--- src/rtl/fbd_pkg.sv ---
// ----------------------------------------------------------------------------
// fbd_pkg
// Shared constants and types of the fractional baud divider search.
// ----------------------------------------------------------------------------
package fbd_pkg;

    // Divider datapath width
    localparam int DIV_W       = 32;
    localparam int DIV_CNT_W   = $clog2(DIV_W);

    // Field widths
    localparam int BAUD_W      = 24;
    localparam int CLK_W       = 32;
    localparam int PCT_W       = 7;
    localparam int FRAC_W      = 4;
    localparam int DIVISOR_W   = 16;
    localparam int ERR_W       = 17;
    localparam int BASE_W      = CLK_W - 6;          // core clock / 64
    localparam int NUM_W       = BASE_W + FRAC_W;    // multiplier * base
    localparam int RATE_W      = NUM_W;
    localparam int IN_DATA_W   = 24;
    localparam int OUT_DATA_W  = 56;

    // Configuration port
    localparam int CFG_IDX_W   = 1;
    localparam int CFG_DATA_W  = 32;
    localparam logic [CFG_IDX_W-1:0] CFG_CORE_CLOCK = 1'd0;
    localparam logic [CFG_IDX_W-1:0] CFG_ACCEPT_PCT = 1'd1;

    localparam logic [CLK_W-1:0] CORE_CLOCK_RST = 32'd100000000;
    localparam logic [PCT_W-1:0] ACCEPT_PCT_RST = 7'd3;

    // Search constants
    localparam logic [ERR_W-1:0]     NO_CAND_ERR = 17'd100000;
    localparam logic [DIV_W-1:0]     MIN_DIVISOR = 32'd3;
    localparam logic [FRAC_W-1:0]    MAX_FRAC    = 4'd15;
    localparam logic [DIV_W-1:0]     PCT_SCALE   = 32'd100;

    // Divider request / response
    typedef struct packed {
        logic             start;
        logic [DIV_W-1:0] dividend;
        logic [DIV_W-1:0] divisor;
    } div_req_t;

    typedef struct packed {
        logic             done;
        logic [DIV_W-1:0] quotient;
        logic [DIV_W-1:0] remainder;
    } div_rsp_t;

endpackage

--- src/rtl/fbd_div.sv ---
// ----------------------------------------------------------------------------
// fbd_div
// Restoring radix-2 unsigned divider, one quotient bit per cycle.
// ----------------------------------------------------------------------------
module fbd_div (
    input  logic              clk,
    input  logic              rst_n,
    input  fbd_pkg::div_req_t req,
    output fbd_pkg::div_rsp_t rsp
);
    import fbd_pkg::*;

    logic [DIV_W-1:0]     quo_reg, quo_next;
    logic [DIV_W-1:0]     rem_reg, rem_next;
    logic [DIV_W-1:0]     den_reg;
    logic [DIV_CNT_W-1:0] cnt_reg;
    logic                 busy_reg;
    logic                 done_reg;

    logic [DIV_W:0]       shifted;
    logic [DIV_W:0]       trial;

    // One restoring step
    always_comb
    begin
        shifted = {rem_reg, quo_reg[DIV_W-1]};
        trial   = shifted - {1'b0, den_reg};
        if (!trial[DIV_W])
        begin
            rem_next = trial[DIV_W-1:0];
            quo_next = {quo_reg[DIV_W-2:0], 1'b1};
        end
        else
        begin
            rem_next = shifted[DIV_W-1:0];
            quo_next = {quo_reg[DIV_W-2:0], 1'b0};
        end
    end

    // Control
    always_ff @(posedge clk or negedge rst_n)
    begin
        if (!rst_n)
        begin
            busy_reg <= 1'b0;
            done_reg <= 1'b0;
            cnt_reg  <= '0;
        end
        else
        begin
            done_reg <= 1'b0;
            if (req.start)
            begin
                busy_reg <= 1'b1;
                cnt_reg  <= DIV_CNT_W'(DIV_W - 1);
            end
            else if (busy_reg)
            begin
                cnt_reg <= cnt_reg - 1'b1;
                if (cnt_reg == '0)
                begin
                    busy_reg <= 1'b0;
                    done_reg <= 1'b1;
                end
            end
        end
    end

    // Datapath
    always_ff @(posedge clk)
    begin
        if (req.start)
        begin
            quo_reg <= req.dividend;
            rem_reg <= '0;
            den_reg <= req.divisor;
        end
        else if (busy_reg)
        begin
            quo_reg <= quo_next;
            rem_reg <= rem_next;
        end
    end

    assign rsp.done      = done_reg;
    assign rsp.quotient  = quo_reg;
    assign rsp.remainder = rem_reg;

endmodule

--- src/rtl/fractional_baud_divider_search_unit.sv ---
// ----------------------------------------------------------------------------
// fractional_baud_divider_search_unit
// Searches fractional multiplier / divide-add pairs for the best baud divisor.
// ----------------------------------------------------------------------------
//  channel  | dir | word contents
//  ---------+-----+-------------------------------------------------------
//  s_*      | in  | baud_rate[23:0]
//  m_*      | out | success, divisor, frac_multiplier, frac_add,
//           |     | fraction_byte, best_error
//  cfg_*    | in  | 0: core_clock_hz, 1: accepted_error_percent
//
//  Each candidate pair takes up to three passes through the shared 32-step
//  divider plus a step state; a pair whose divisor is out of range stops
//  after the second pass, the others add a compare. A full search covers
//  240 pairs and stops early when an exact pair is found. A zero baud rate
//  skips the search. s_tready is high only while idle; a finished word
//  waits in the output register, and a new search may run meanwhile.
//  No clearing pass.
// ----------------------------------------------------------------------------
module fractional_baud_divider_search_unit (
    input  logic                               clk,
    input  logic                               rst_n,
    // Input word: baud_rate[23:0]
    input  logic                               s_tvalid,
    output logic                               s_tready,
    input  logic [fbd_pkg::IN_DATA_W-1:0]      s_tdata,
    // Output word: success[0], divisor[16:1], frac_multiplier[20:17],
    // frac_add[24:21], fraction_byte[32:25], best_error[49:33], zero pad
    output logic                               m_tvalid,
    input  logic                               m_tready,
    output logic [fbd_pkg::OUT_DATA_W-1:0]     m_tdata,
    // Configuration write port
    input  logic                               cfg_wr_en,
    input  logic [fbd_pkg::CFG_IDX_W-1:0]      cfg_index,
    input  logic [fbd_pkg::CFG_DATA_W-1:0]     cfg_data
);
    import fbd_pkg::*;

    typedef enum logic [9:0] {
        S_IDLE  = 10'b00_0000_0001,
        S_MUL   = 10'b00_0000_0010,
        S_DIV_T = 10'b00_0000_0100,
        S_DIV_D = 10'b00_0000_1000,
        S_DIV_R = 10'b00_0001_0000,
        S_CMP   = 10'b00_0010_0000,
        S_NEXT  = 10'b00_0100_0000,
        S_LIMIT = 10'b00_1000_0000,
        S_OUT   = 10'b01_0000_0000,
        S_SPARE = 10'b10_0000_0000
    } state_t;

    state_t state_reg, state_next;

    // Configuration registers
    logic [CLK_W-1:0]     core_clk_reg;
    logic [PCT_W-1:0]     pct_reg;

    // Search registers
    logic [BAUD_W-1:0]    baud_reg;
    logic [BAUD_W+PCT_W-1:0] prod_reg;
    logic [FRAC_W-1:0]    mul_reg;
    logic [FRAC_W-1:0]    add_reg;
    logic [NUM_W-1:0]     num_reg;
    logic [RATE_W-1:0]    t_reg;
    logic [DIVISOR_W-1:0] d_reg;
    logic [RATE_W-1:0]    err_reg;
    logic                 launched_reg;

    // Best candidate
    logic [FRAC_W-1:0]    best_mul_reg;
    logic [FRAC_W-1:0]    best_add_reg;
    logic [DIVISOR_W-1:0] best_div_reg;
    logic [ERR_W-1:0]     best_err_reg;
    logic                 success_reg;

    // Output register
    logic                 o_valid_reg;
    logic                 o_succ_reg;
    logic [DIVISOR_W-1:0] o_div_reg;
    logic [FRAC_W-1:0]    o_mul_reg;
    logic [FRAC_W-1:0]    o_add_reg;
    logic [ERR_W-1:0]     o_err_reg;

    div_req_t             div_req;
    div_rsp_t             div_rsp;

    logic                 in_fire;
    logic                 div_state;
    logic [DIV_W-1:0]     d_sum;
    logic                 round_up;
    logic                 d_ok;
    logic [DIV_W-1:0]     baud_ext;
    logic [RATE_W-1:0]    rate;
    logic [RATE_W-1:0]    baud_rate_ext;
    logic                 out_free;
    logic [BAUD_W+PCT_W-1:0] err_inc;
    logic [BAUD_W+PCT_W-1:0] err_scaled;

    // ---------------- shared divider ----------------
    fbd_div u_div (
        .clk   (clk),
        .rst_n (rst_n),
        .req   (div_req),
        .rsp   (div_rsp)
    );

    assign div_state = (state_reg == S_DIV_T) || (state_reg == S_DIV_D) ||
                       (state_reg == S_DIV_R);
    assign baud_ext  = {{(DIV_W-BAUD_W){1'b0}}, baud_reg};

    // Operand selection per division step
    always_comb
    begin
        div_req.start    = div_state && !launched_reg;
        div_req.dividend = {{(DIV_W-RATE_W){1'b0}}, t_reg};
        div_req.divisor  = baud_ext;
        unique case (state_reg)
            S_DIV_T:
            begin
                div_req.dividend = {{(DIV_W-NUM_W){1'b0}}, num_reg};
                div_req.divisor  = DIV_W'({1'b0, mul_reg} + {1'b0, add_reg});
            end
            S_DIV_R:
            begin
                div_req.divisor  = {{(DIV_W-DIVISOR_W){1'b0}}, d_reg};
            end
            default:
            begin
            end
        endcase
    end

    // Rounded divisor and its range check
    assign round_up = div_rsp.remainder > {{(DIV_W-BAUD_W+1){1'b0}}, baud_reg[BAUD_W-1:1]};
    assign d_sum    = div_rsp.quotient + {{(DIV_W-1){1'b0}}, round_up};
    assign d_ok     = (d_sum >= MIN_DIVISOR) && (d_sum[DIV_W-1:DIVISOR_W] == '0);

    // Rate and absolute error
    assign rate          = div_rsp.quotient[RATE_W-1:0];
    assign baud_rate_ext = {{(RATE_W-BAUD_W){1'b0}}, baud_reg};

    // Threshold: err < floor(p / 100) holds exactly when 100 * (err + 1) <= p
    assign err_inc    = {{(BAUD_W+PCT_W-ERR_W){1'b0}}, best_err_reg}
                        + {{(BAUD_W+PCT_W-1){1'b0}}, 1'b1};
    assign err_scaled = (err_inc << 6) + (err_inc << 5) + (err_inc << 2);

    assign in_fire  = s_tvalid && s_tready;
    assign out_free = !o_valid_reg || m_tready;

    // ---------------- sequencer ----------------
    always_comb
    begin
        state_next = state_reg;
        unique case (state_reg)
            S_IDLE:
            begin
                if (in_fire)
                begin
                    if (s_tdata[BAUD_W-1:0] == '0)
                        state_next = S_OUT;
                    else
                        state_next = S_MUL;
                end
            end
            S_MUL:   state_next = S_DIV_T;
            S_DIV_T: if (div_rsp.done) state_next = S_DIV_D;
            S_DIV_D:
            begin
                if (div_rsp.done)
                    state_next = d_ok ? S_DIV_R : S_NEXT;
            end
            S_DIV_R: if (div_rsp.done) state_next = S_CMP;
            S_CMP:
            begin
                if (err_reg < {{(RATE_W-ERR_W){1'b0}}, best_err_reg} && err_reg == '0)
                    state_next = S_LIMIT;
                else
                    state_next = S_NEXT;
            end
            S_NEXT:
            begin
                if (add_reg == MAX_FRAC)
                    state_next = (mul_reg == MAX_FRAC) ? S_LIMIT : S_MUL;
                else
                    state_next = S_DIV_T;
            end
            S_LIMIT: state_next = S_OUT;
            S_OUT:   if (out_free) state_next = S_IDLE;
            default: state_next = S_IDLE;
        endcase
    end

    always_ff @(posedge clk or negedge rst_n)
    begin
        if (!rst_n)
        begin
            state_reg    <= S_IDLE;
            launched_reg <= 1'b0;
        end
        else
        begin
            state_reg <= state_next;
            if (div_req.start)
                launched_reg <= 1'b1;
            else if (div_rsp.done)
                launched_reg <= 1'b0;
        end
    end

    // ---------------- configuration ----------------
    always_ff @(posedge clk or negedge rst_n)
    begin
        if (!rst_n)
        begin
            core_clk_reg <= CORE_CLOCK_RST;
            pct_reg      <= ACCEPT_PCT_RST;
        end
        else if (cfg_wr_en)
        begin
            unique case (cfg_index)
                CFG_CORE_CLOCK: core_clk_reg <= cfg_data[CLK_W-1:0];
                CFG_ACCEPT_PCT: pct_reg      <= cfg_data[PCT_W-1:0];
                default:        core_clk_reg <= core_clk_reg;
            endcase
        end
    end

    // ---------------- search datapath ----------------
    always_ff @(posedge clk or negedge rst_n)
    begin
        if (!rst_n)
        begin
            mul_reg      <= 4'd1;
            add_reg      <= '0;
            best_mul_reg <= 4'd1;
            best_add_reg <= '0;
            best_div_reg <= '0;
            best_err_reg <= NO_CAND_ERR;
            success_reg  <= 1'b0;
        end
        else
        begin
            unique case (state_reg)
                S_IDLE:
                begin
                    if (in_fire)
                    begin
                        mul_reg      <= 4'd1;
                        add_reg      <= '0;
                        best_mul_reg <= 4'd1;
                        best_add_reg <= '0;
                        best_div_reg <= '0;
                        best_err_reg <= NO_CAND_ERR;
                        success_reg  <= 1'b0;
                    end
                end
                S_CMP:
                begin
                    // keep first strictly better candidate
                    if (err_reg < {{(RATE_W-ERR_W){1'b0}}, best_err_reg})
                    begin
                        best_mul_reg <= mul_reg;
                        best_add_reg <= add_reg;
                        best_div_reg <= d_reg;
                        best_err_reg <= err_reg[ERR_W-1:0];
                    end
                end
                S_NEXT:
                begin
                    if (add_reg == MAX_FRAC)
                    begin
                        add_reg <= '0;
                        // multiplier stays at its top value after the last pair
                        if (mul_reg != MAX_FRAC)
                            mul_reg <= mul_reg + 1'b1;
                    end
                    else
                    begin
                        add_reg <= add_reg + 1'b1;
                    end
                end
                S_LIMIT:
                begin
                    success_reg <= (err_scaled <= prod_reg);
                end
                default:
                begin
                end
            endcase
        end
    end

    always_ff @(posedge clk)
    begin
        if (in_fire)
        begin
            baud_reg <= s_tdata[BAUD_W-1:0];
            prod_reg <= {{PCT_W{1'b0}}, s_tdata[BAUD_W-1:0]} * {{BAUD_W{1'b0}}, pct_reg};
        end
        if (state_reg == S_MUL)
            num_reg <= {{BASE_W{1'b0}}, mul_reg} * {{FRAC_W{1'b0}}, core_clk_reg[CLK_W-1:6]};
        if (state_reg == S_DIV_T && div_rsp.done)
            t_reg <= div_rsp.quotient[RATE_W-1:0];
        if (state_reg == S_DIV_D && div_rsp.done)
            d_reg <= d_sum[DIVISOR_W-1:0];
        if (state_reg == S_DIV_R && div_rsp.done)
            err_reg <= (rate <= baud_rate_ext) ? (baud_rate_ext - rate)
                                               : (rate - baud_rate_ext);
    end

    // ---------------- output register ----------------
    always_ff @(posedge clk or negedge rst_n)
    begin
        if (!rst_n)
            o_valid_reg <= 1'b0;
        else if (state_reg == S_OUT && out_free)
            o_valid_reg <= 1'b1;
        else if (m_tready)
            o_valid_reg <= 1'b0;
    end

    always_ff @(posedge clk)
    begin
        if (state_reg == S_OUT && out_free)
        begin
            o_succ_reg <= success_reg;
            o_div_reg  <= best_div_reg;
            o_mul_reg  <= best_mul_reg;
            o_add_reg  <= best_add_reg;
            o_err_reg  <= best_err_reg;
        end
    end

    assign s_tready = (state_reg == S_IDLE);
    assign m_tvalid = o_valid_reg;
    assign m_tdata  = {{(OUT_DATA_W-50){1'b0}}, o_err_reg, o_mul_reg, o_add_reg,
                       o_add_reg, o_mul_reg, o_div_reg, o_succ_reg};

    // ---------------- assertions ----------------
    a_frac_byte: assert property (@(posedge clk) disable iff (!rst_n)
        m_tvalid |-> m_tdata[32:25] == {m_tdata[20:17], m_tdata[24:21]})
        else $error("fraction byte does not match multiplier and add fields");

    a_div_range: assert property (@(posedge clk) disable iff (!rst_n)
        m_tvalid && (m_tdata[16:1] != 16'd0) |-> m_tdata[16:1] >= 16'd3)
        else $error("reported divisor below minimum");

    a_best_err: assert property (@(posedge clk) disable iff (!rst_n)
        best_err_reg <= NO_CAND_ERR)
        else $error("best error above no-candidate value");

    a_mul_nz: assert property (@(posedge clk) disable iff (!rst_n)
        mul_reg != '0 && best_mul_reg != '0)
        else $error("fractional multiplier reached zero");

endmodule

--- config.mk ---
export PLATFORM = sky130hd
export DESIGN_NAME = fractional_baud_divider_search_unit
export DESIGN_NICKNAME = d
export VERILOG_FILES = /design/src/rtl/fbd_pkg.sv /design/src/rtl/fbd_div.sv /design/src/rtl/fractional_baud_divider_search_unit.sv
export SDC_FILE = /design/constraint.sdc
export NUM_CORES = 1
export LEC_CHECK = 0
export BUFFER_PORTS_ARGS = -buffer_cell sky130_fd_sc_hd__buf_2
export CORE_MARGIN = 2
export CORE_UTILIZATION = 58
export DETAILED_ROUTE_END_ITERATION = 10
export PLACE_DENSITY = 0.82
export SLEW_MARGIN = 5
export SYNTH_ARGS = -nofsm -noshare
export SYNTH_HDL_FRONTEND = slang
export SYNTH_SLANG_ARGS = --single-unit
--- constraint.sdc ---
create_clock -name clk -period 5.23 [get_ports clk]
set_input_delay 1.046 -clock clk [delete_from_list [all_inputs] [get_ports clk]]
set_output_delay 1.046 -clock clk [all_outputs]
set_load 0.05 [all_outputs]
==> impl_metrics.toml, run 1 <==
[run_status]
status = "complete, but fails checks"
violations = "setup timing"

[placed_design]
routabilityCongestion = 0.9887
port_buffers = 113
dp_hpwl_mm = 62.22
place_inst = 3960

[final_layout]
fin_nets = 3829
diodes = 0
layout-area-overhead-vs-synth_pct = 15.50
regArea_sq_um = 10980
final_util_pct = 68.01
finalNonFillerCells = 4058
final_common_cell = "nand2_1"
fillers = 3723
multi_input_area_sq_um = 18050
layout_common_cells = "nand2_1 (381), inv_1 (320), edfxtp_1 (259), ha_1 (240), buf_4 (220)"
layout-drive-gt1-share_pct = 17.23

[power_and_ir_drop]
p_sw_uw = 8355
ir_drop_mv = 0.5107
switching_share_pct = 42.67
pwr-share-comb_pct = 56.9
powerDensity_nw_per_um2 = 560.0
clkPwrFrac_pct = 16.9
pwr-share-seq_pct = 26.2
leakagePower_uw = 0.01581
cellInternalPower_uw = 11220

[synthesis]
yosys_register_bits = 392
seq_area_frac_synth_pct = 36.25
netlist.area_leader.share_pct = 25.69
avgSynthCellArea_sq_um = 9.799
yosys-top-cells-area = "edfxtp_1 (26%), fa_1 (12%), ha_1 (10%), dfrtp_1 (6.4%), nand2_1 (4.8%)"
synth_cells = 3089
ys_async_sr_fraction_pct = 25.77
synth-edff-count = 259
synth_ff_type = "edfxtp_1"
synth.distinct_cells = 89
synth_area_sq_um = 30270
post-synth-top-area-cell = "edfxtp_1"
yosysWarnings = 0

[critical_path]
worst-r2r-cell-count = 27
worst_ep_arrival_time_ns = 5.81
cp-start-kind = "register"
setup.worst_path.class = "reg -> reg"
cp-end-kind = "register"
worstPathRequired_ns = 5.68
cp_max_fo = 2

[clocking]
cts_tree = "done"
cts_sinks = 392
clockRootBuffer = "clkbuf_16"
ctsHoldBuffers = 0
cts_buffers = 44
h-tree-depth = 2
clock_latency_ns = 0.60
clk_pin_slew_ns = 0.06
clock_path_buffers = 3

[drt]
drc = 0
drt_pre_antenna_iters = 6
postRouteWirelength_mm = 81.54
vias_per_cell = 6.016
wl_per_cell_microns = 20.09
drtIter0Drc = 2204
antenna_left = 0
dr_total_vias = 24410

[sta]
finalMaxSlewViolations = 0
hold_violations = 0
skew_ns = 0.03476
rsz0062_at_grt = "yes"
period_needed_ns = 5.368
slew_headroom_pct = 26.23
min_period_over_period_pct = 102.6
setup_violations = 6
worst_slew_pin_slew_ns = 1.104
setup_ws_ns = -0.1376
max_freq_mhz = 186.3

[grt]
grt_pass1_wl_mm = 130.1
grt_max_degree = 67
grt_pass1_vias = 24460
gr-usage-all-layers_pct = 30.48
grt.overflow.total = 0
antenna_found_initial = 0

[die]
die-area_sq_um = 54030
fp-row-count = 83
num_io_pins = 120
coreArea_sq_um = 51410
die_x_microns = 232.5
die_y_microns = 232.5
initial_utilization_pct = 58.89

[min_path]
hold_path.class = "reg -> reg"
min_path_cells = 0

[run]
drv_cap = 0
==> what timing repair did <==
| action | 4_1_cts | 5_1_grt |
|---|---|---|
| pin swaps | 34 | 23 |
| endpoints found under the setup margin | 4 | 13 |
| buffers inserted | 12 | 5 |
| gates resized for setup | 33 | 42 |
| endpoints found under the hold margin | 0 | 0 |
==> power groups by stage <==
stage / registers (uW) / clock network [uW] / logic, uW
global route: 5190 / 3460 / 12200
detailed placement: 5160 / 0 / 10400
finish: 5130 / 3300 / 11100
floorplan: 4960 / 0 / 7350
CTS: 5110 / 3340 / 10600
global placement: 5130 / 0 / 10000
==> per-stage QoR <==
stage / total power (uW) / setup slack [ns] / instance area, sq um / setup TNS [ns] / hold slack (ns)
2_1_floorplan: 12320 / -0.5128 / 30510 / -1.510 / 0.4244
3_3_place_gp: 15180 / -0.7251 / 32950 / -5.385 / 0.4348
3_5_place_dp: 15590 / -0.8102 / 32950 / -6.563 / 0.4329
4_1_cts: 19070 / -0.03191 / 34720 / -0.04353 / 0.4466
5_1_grt: 20820 / -0.3384 / 34960 / -1.214 / 0.4618
6_report: 19580 / -0.1376 / 34960 / -0.3369 / 0.4441
==> cells in the mapped netlist (all sizes together), types with 23 or more instances <==
cell type / instances
a21oi: 165
xnor2: 115
dfstp: 23
a21o: 88
and2: 96
edfxtp: 259
nor3: 61
fa: 175
a31oi: 23
nor2b: 29
inv: 325
ha: 250
a211oi: 25
mux2: 37
dfrtp: 78
clkbuf: 106
nor2: 134
o21ai: 175
nand4: 33
dfxtp: 32
nor4: 29
mux2i: 58
buf: 32
nand2: 386
o21a: 23
xor2: 46
nand3: 58
==> layer usage <==
layer,vias up,wire length [microns],GRT usage [%]
met3,204,6371,4.400
met1,11880,33250,40.92
met5,-,0,0
li1,11200,-,-
met2,1125,38900,50.48
met4,0,3014,11.11
==> logic make-up (layout without fill, tap and decap cells) <==
group	after synthesis	after routing	synth area share, %
flops	392	392	36.25
mux	95	95	3.294
fa+ha+maj	425	425	21.91
simple gates	915	915	14.43
buf+inv	463	747	6.002
compound gates	637	637	13.44
other cells	1	6	0.01239
xor+xnor	161	161	4.658
==> layout make-up <==
cell class	count	area share, %
sequential	392	31.40
multi-input combinational	2239	51.62
tap	680	2.434
clock buffer	49	3.203
timing repair buffer	340	6.678
clock inverter	33	1.181
inverter	325	3.489
==> final timing paths <==
path                            startpoint          endpoint  slack (ns)
setup / recovery           best_err_reg[0]       success_reg       -0.14
hold / removal             best_div_reg[0]      o_div_reg[0]        0.44
setup reg to reg           best_err_reg[0]       success_reg       -0.14
hold reg to reg            best_div_reg[0]      o_div_reg[0]        0.44
max in group asynchronous            rst_n        mul_reg[0]        3.37
min in group asynchronous            rst_n  core_clk_reg[19]        0.48
==> worst max-delay path, cell delays in order, from the launching register on <==
cell and delay (ns):
dfrtp_1 0.35, buf_4 0.11, ha_1 0.20, nand3_2 0.15
nor3_2 0.23, xnor2_2 0.17, inv_1 0.11, fa_1 0.50
inv_1 0.05, ha_1 0.30, a21o_1 0.21, a21oi_2 0.17
o21bai_1 0.12, a211oi_2 0.39, o31ai_4 0.11, o41ai_2 0.27
buf_4 0.18, o21ai_1 0.09, o21ai_1 0.13, nand2b_1 0.10
buf_4 0.14, xor2_1 0.15, ha_1 0.30, nand4_1 0.10
nor2_2 0.17, nand2_1 0.12, nand3_1 0.16, a41oi_2 0.12
No activity file was read; power rests on OpenSTA's default activity.
==> run 2: changes to the inputs <==
--- a/config.mk
+++ b/config.mk
@@ -7,10 +7,11 @@
 export LEC_CHECK = 0
 export BUFFER_PORTS_ARGS = -buffer_cell sky130_fd_sc_hd__buf_2
 export CORE_MARGIN = 2
-export CORE_UTILIZATION = 58
+export CORE_UTILIZATION = 59
 export DETAILED_ROUTE_END_ITERATION = 10
-export PLACE_DENSITY = 0.82
+export PLACE_DENSITY = 0.8
 export SLEW_MARGIN = 5
 export SYNTH_ARGS = -nofsm -noshare
 export SYNTH_HDL_FRONTEND = slang
 export SYNTH_SLANG_ARGS = --single-unit
+export TNS_END_PERCENT = 50
==> constraint.sdc (replaced) <==
create_clock -name clk -period 5.08 [get_ports clk]
set_input_delay 1.016 -clock clk [delete_from_list [all_inputs] [get_ports clk]]
set_output_delay 1.016 -clock clk [all_outputs]
set_load 0.05 [all_outputs]
==> run 2 against run 1 <==
The run still ends with setup timing left. Highest routed layer unchanged. Non-clock buffer count up 44. Worst setup slack worse by 0.21 ns. First-iteration DRC count down 1.6%. Largest power group unchanged. Final area up 1.1%. Sequential cell count unchanged. Critical path depth down 9. Critical endpoint is now prod_reg[29].
==> impl_metrics.toml, run 2 (synthesized netlist as in run 1, its figures left out) <==
[final_layout]
layout-area-overhead-vs-synth_pct = 16.81
layout-drive-gt1-share_pct = 18.69
final_util_pct = 69.34
stdcell_area_sq_um = 35360
finalNonFillerCells = 4104
final_common_cell = "nand2_1"
layout_common_cells = "nand2_1 (379), inv_1 (318), buf_4 (266), edfxtp_1 (259), ha_1 (240)"
diodes = 0
fin_nets = 3874

[sta]
worst_slew_pin_slew_ns = 1.209
setup_violations = 9
whs_ns = 0.4378
max_freq_mhz = 184.4
slew_headroom_pct = 18.67
rsz0062_at_grt = "yes"
setup_ws_ns = -0.3427
skew_ns = 0.03175
min_period_over_period_pct = 106.7
period_needed_ns = 5.423
finalMaxSlewViolations = 0
hold_violations = 0

[run_status]
status = "complete, but fails checks"
violations = "setup timing"

[grt]
grt_pass1_vias = 24240
grt_max_degree = 83
antenna_found_initial = 1
grt.overflow.total = 0
grt_pass1_wl_mm = 129.1
gr-usage-all-layers_pct = 30.50

[placed_design]
dp_slack_ns = -0.9480
place_inst = 4007
dp_hpwl_mm = 62.25
routabilityCongestion = 0.9660
port_buffers = 113
place_area_sq_um = 33330

[critical_path]
slowest_stage = "fa_1"
worst-path-buf-inv = 3
worst_path_largest_cell_delay_ns = 0.53
setup.worst_path.class = "in -> reg"
r2r_slack_ns = -0.34
cp_max_fo = 5
cp-start-kind = "primary input"
cp_cell_sequence = "buf_4 -> and2_4 -> fa_1 -> inv_2 -> fa_1 -> fa_1 -> inv_2 -> fa_1 -> ha_4 -> a21oi_4 -> o211ai_1 -> a32oi_2 -> o311ai_4 -> o41ai_4 -> o21ai_2 -> a2111oi_4 -> a21oi_2 -> xor2_1"
worst_ep_arrival_time_ns = 5.74
crit_top_cell = "fa_1"
critPathTopFamily = "adder cells"
cp-end-kind = "register"
worstPathRequired_ns = 5.40

[drt]
drt_pre_antenna_iters = 6
drtIter0Drc = 2169
antenna_left = 0
vias_per_cell = 5.941
wl_per_cell_microns = 19.68
postRouteWirelength_mm = 80.78
drc = 0
dr_total_vias = 24380

[power_and_ir_drop]
cellInternalPower_uw = 11790
ir_drop_mv = 0.5973
switching_share_pct = 42.41
clkPwrFrac_pct = 16.7
leakagePower_uw = 0.01607
pwr-share-seq_pct = 25.6
p_sw_uw = 8685
pwr-share-comb_pct = 57.8
powerDensity_nw_per_um2 = 579.1

[die]
die_x_microns = 230.5
die_y_microns = 230.5
coreArea_sq_um = 50990
num_io_pins = 120
initial_utilization_pct = 59.36
die-area_sq_um = 53130
fp-row-count = 83

[clocking]
clockRootBuffer = "clkbuf_16"
clock_latency_ns = 0.59
cts_sinks = 392
cts_tree = "done"
cts_buffers = 45
ctsHoldBuffers = 0
clk_pin_slew_ns = 0.06
clock_path_buffers = 3
h-tree-depth = 2

[min_path]
hold_path.class = "reg -> reg"

[run]
drv_cap = 0
run 2: changes by cell type in the layout (fill, tap and decap cells not counted), sizes merged:
| cell | before | now |
|---|---|---|
| buf | 340 | 384 |
| clkbuf | 49 | 51 |
| inv | 329 | 331 |
| bufinv | 7 | 6 |
| clkinvlp | 9 | 8 |
run 2: cell type report:
| class | instances | area, sq um |
|---|---|---|
| multi-input cells | 2239 | 18080 |
| fillers | 3729 | 15630 |
| flip-flops and latches | 392 | 10980 |
| repair buffers | 384 | 2673 |
| inverters | 325 | 1220 |
| clock buffers | 51 | 1180 |
| well taps | 680 | 850.8 |
| clock inverters | 33 | 380.4 |
run 2: repair_timing:
action	4_1_cts	5_1_grt
setup endpoints to repair	12	17
endpoints found under the hold margin	0	0
gates resized for setup	44	40
setup buffers	5	8
pin swaps	35	35
run 2: path summary, 6_finish.rpt:
check / start / end / depth (start not counted)
worst max-delay path: s_tdata[4] / prod_reg[29] / 18
worst min-delay path: best_div_reg[5] / o_div_reg[5] / 0
worst max register to register: pct_reg[1] / prod_reg[29] / 19
worst min register to register: best_div_reg[5] / o_div_reg[5] / 0
max in group asynchronous: rst_n / mul_reg[3] / 2
min in group asynchronous: rst_n / core_clk_reg[17] / 1
run 2: power by group through the flow:
stage | Combinational [uW] | Clock [uW] | Sequential [uW]
after CTS | 11200 | 3460 | 5210
after detailed placement | 11000 | 0 | 5260
after global routing | 12900 | 3580 | 5300
after global placement | 10500 | 0 | 5230
final | 11800 | 3420 | 5240
after floorplan | 7600 | 0 | 5110
run 2: worst register-to-register path: cells and delay by family (launching register included):
kind	cells	cell delay, ns
AO/OA/AOI/OAI	7	1.80
XOR/XNOR	1	0.14
adder cells (fa/ha/maj)	5	2.09
buffers and inverters	4	0.32
flip-flops	1	0.64
AND/OR/NAND/NOR	2	0.16
run 2: stage by stage:
stage                     power, uW  setup TNS, ns
final                         20480         -1.521
after global routing          21780         -3.263
after CTS                     19920        -0.8471
after detailed placement      16230         -9.383
after global placement        15770         -7.801
after floorplan               12710         -2.711
run 2: layer usage:
layer	part of all wire, %	GRT usage, %
met5	0	0
met4	3.4	10.12
met1	41	40.60
met2	48	51.44
met3	7.0	4.434
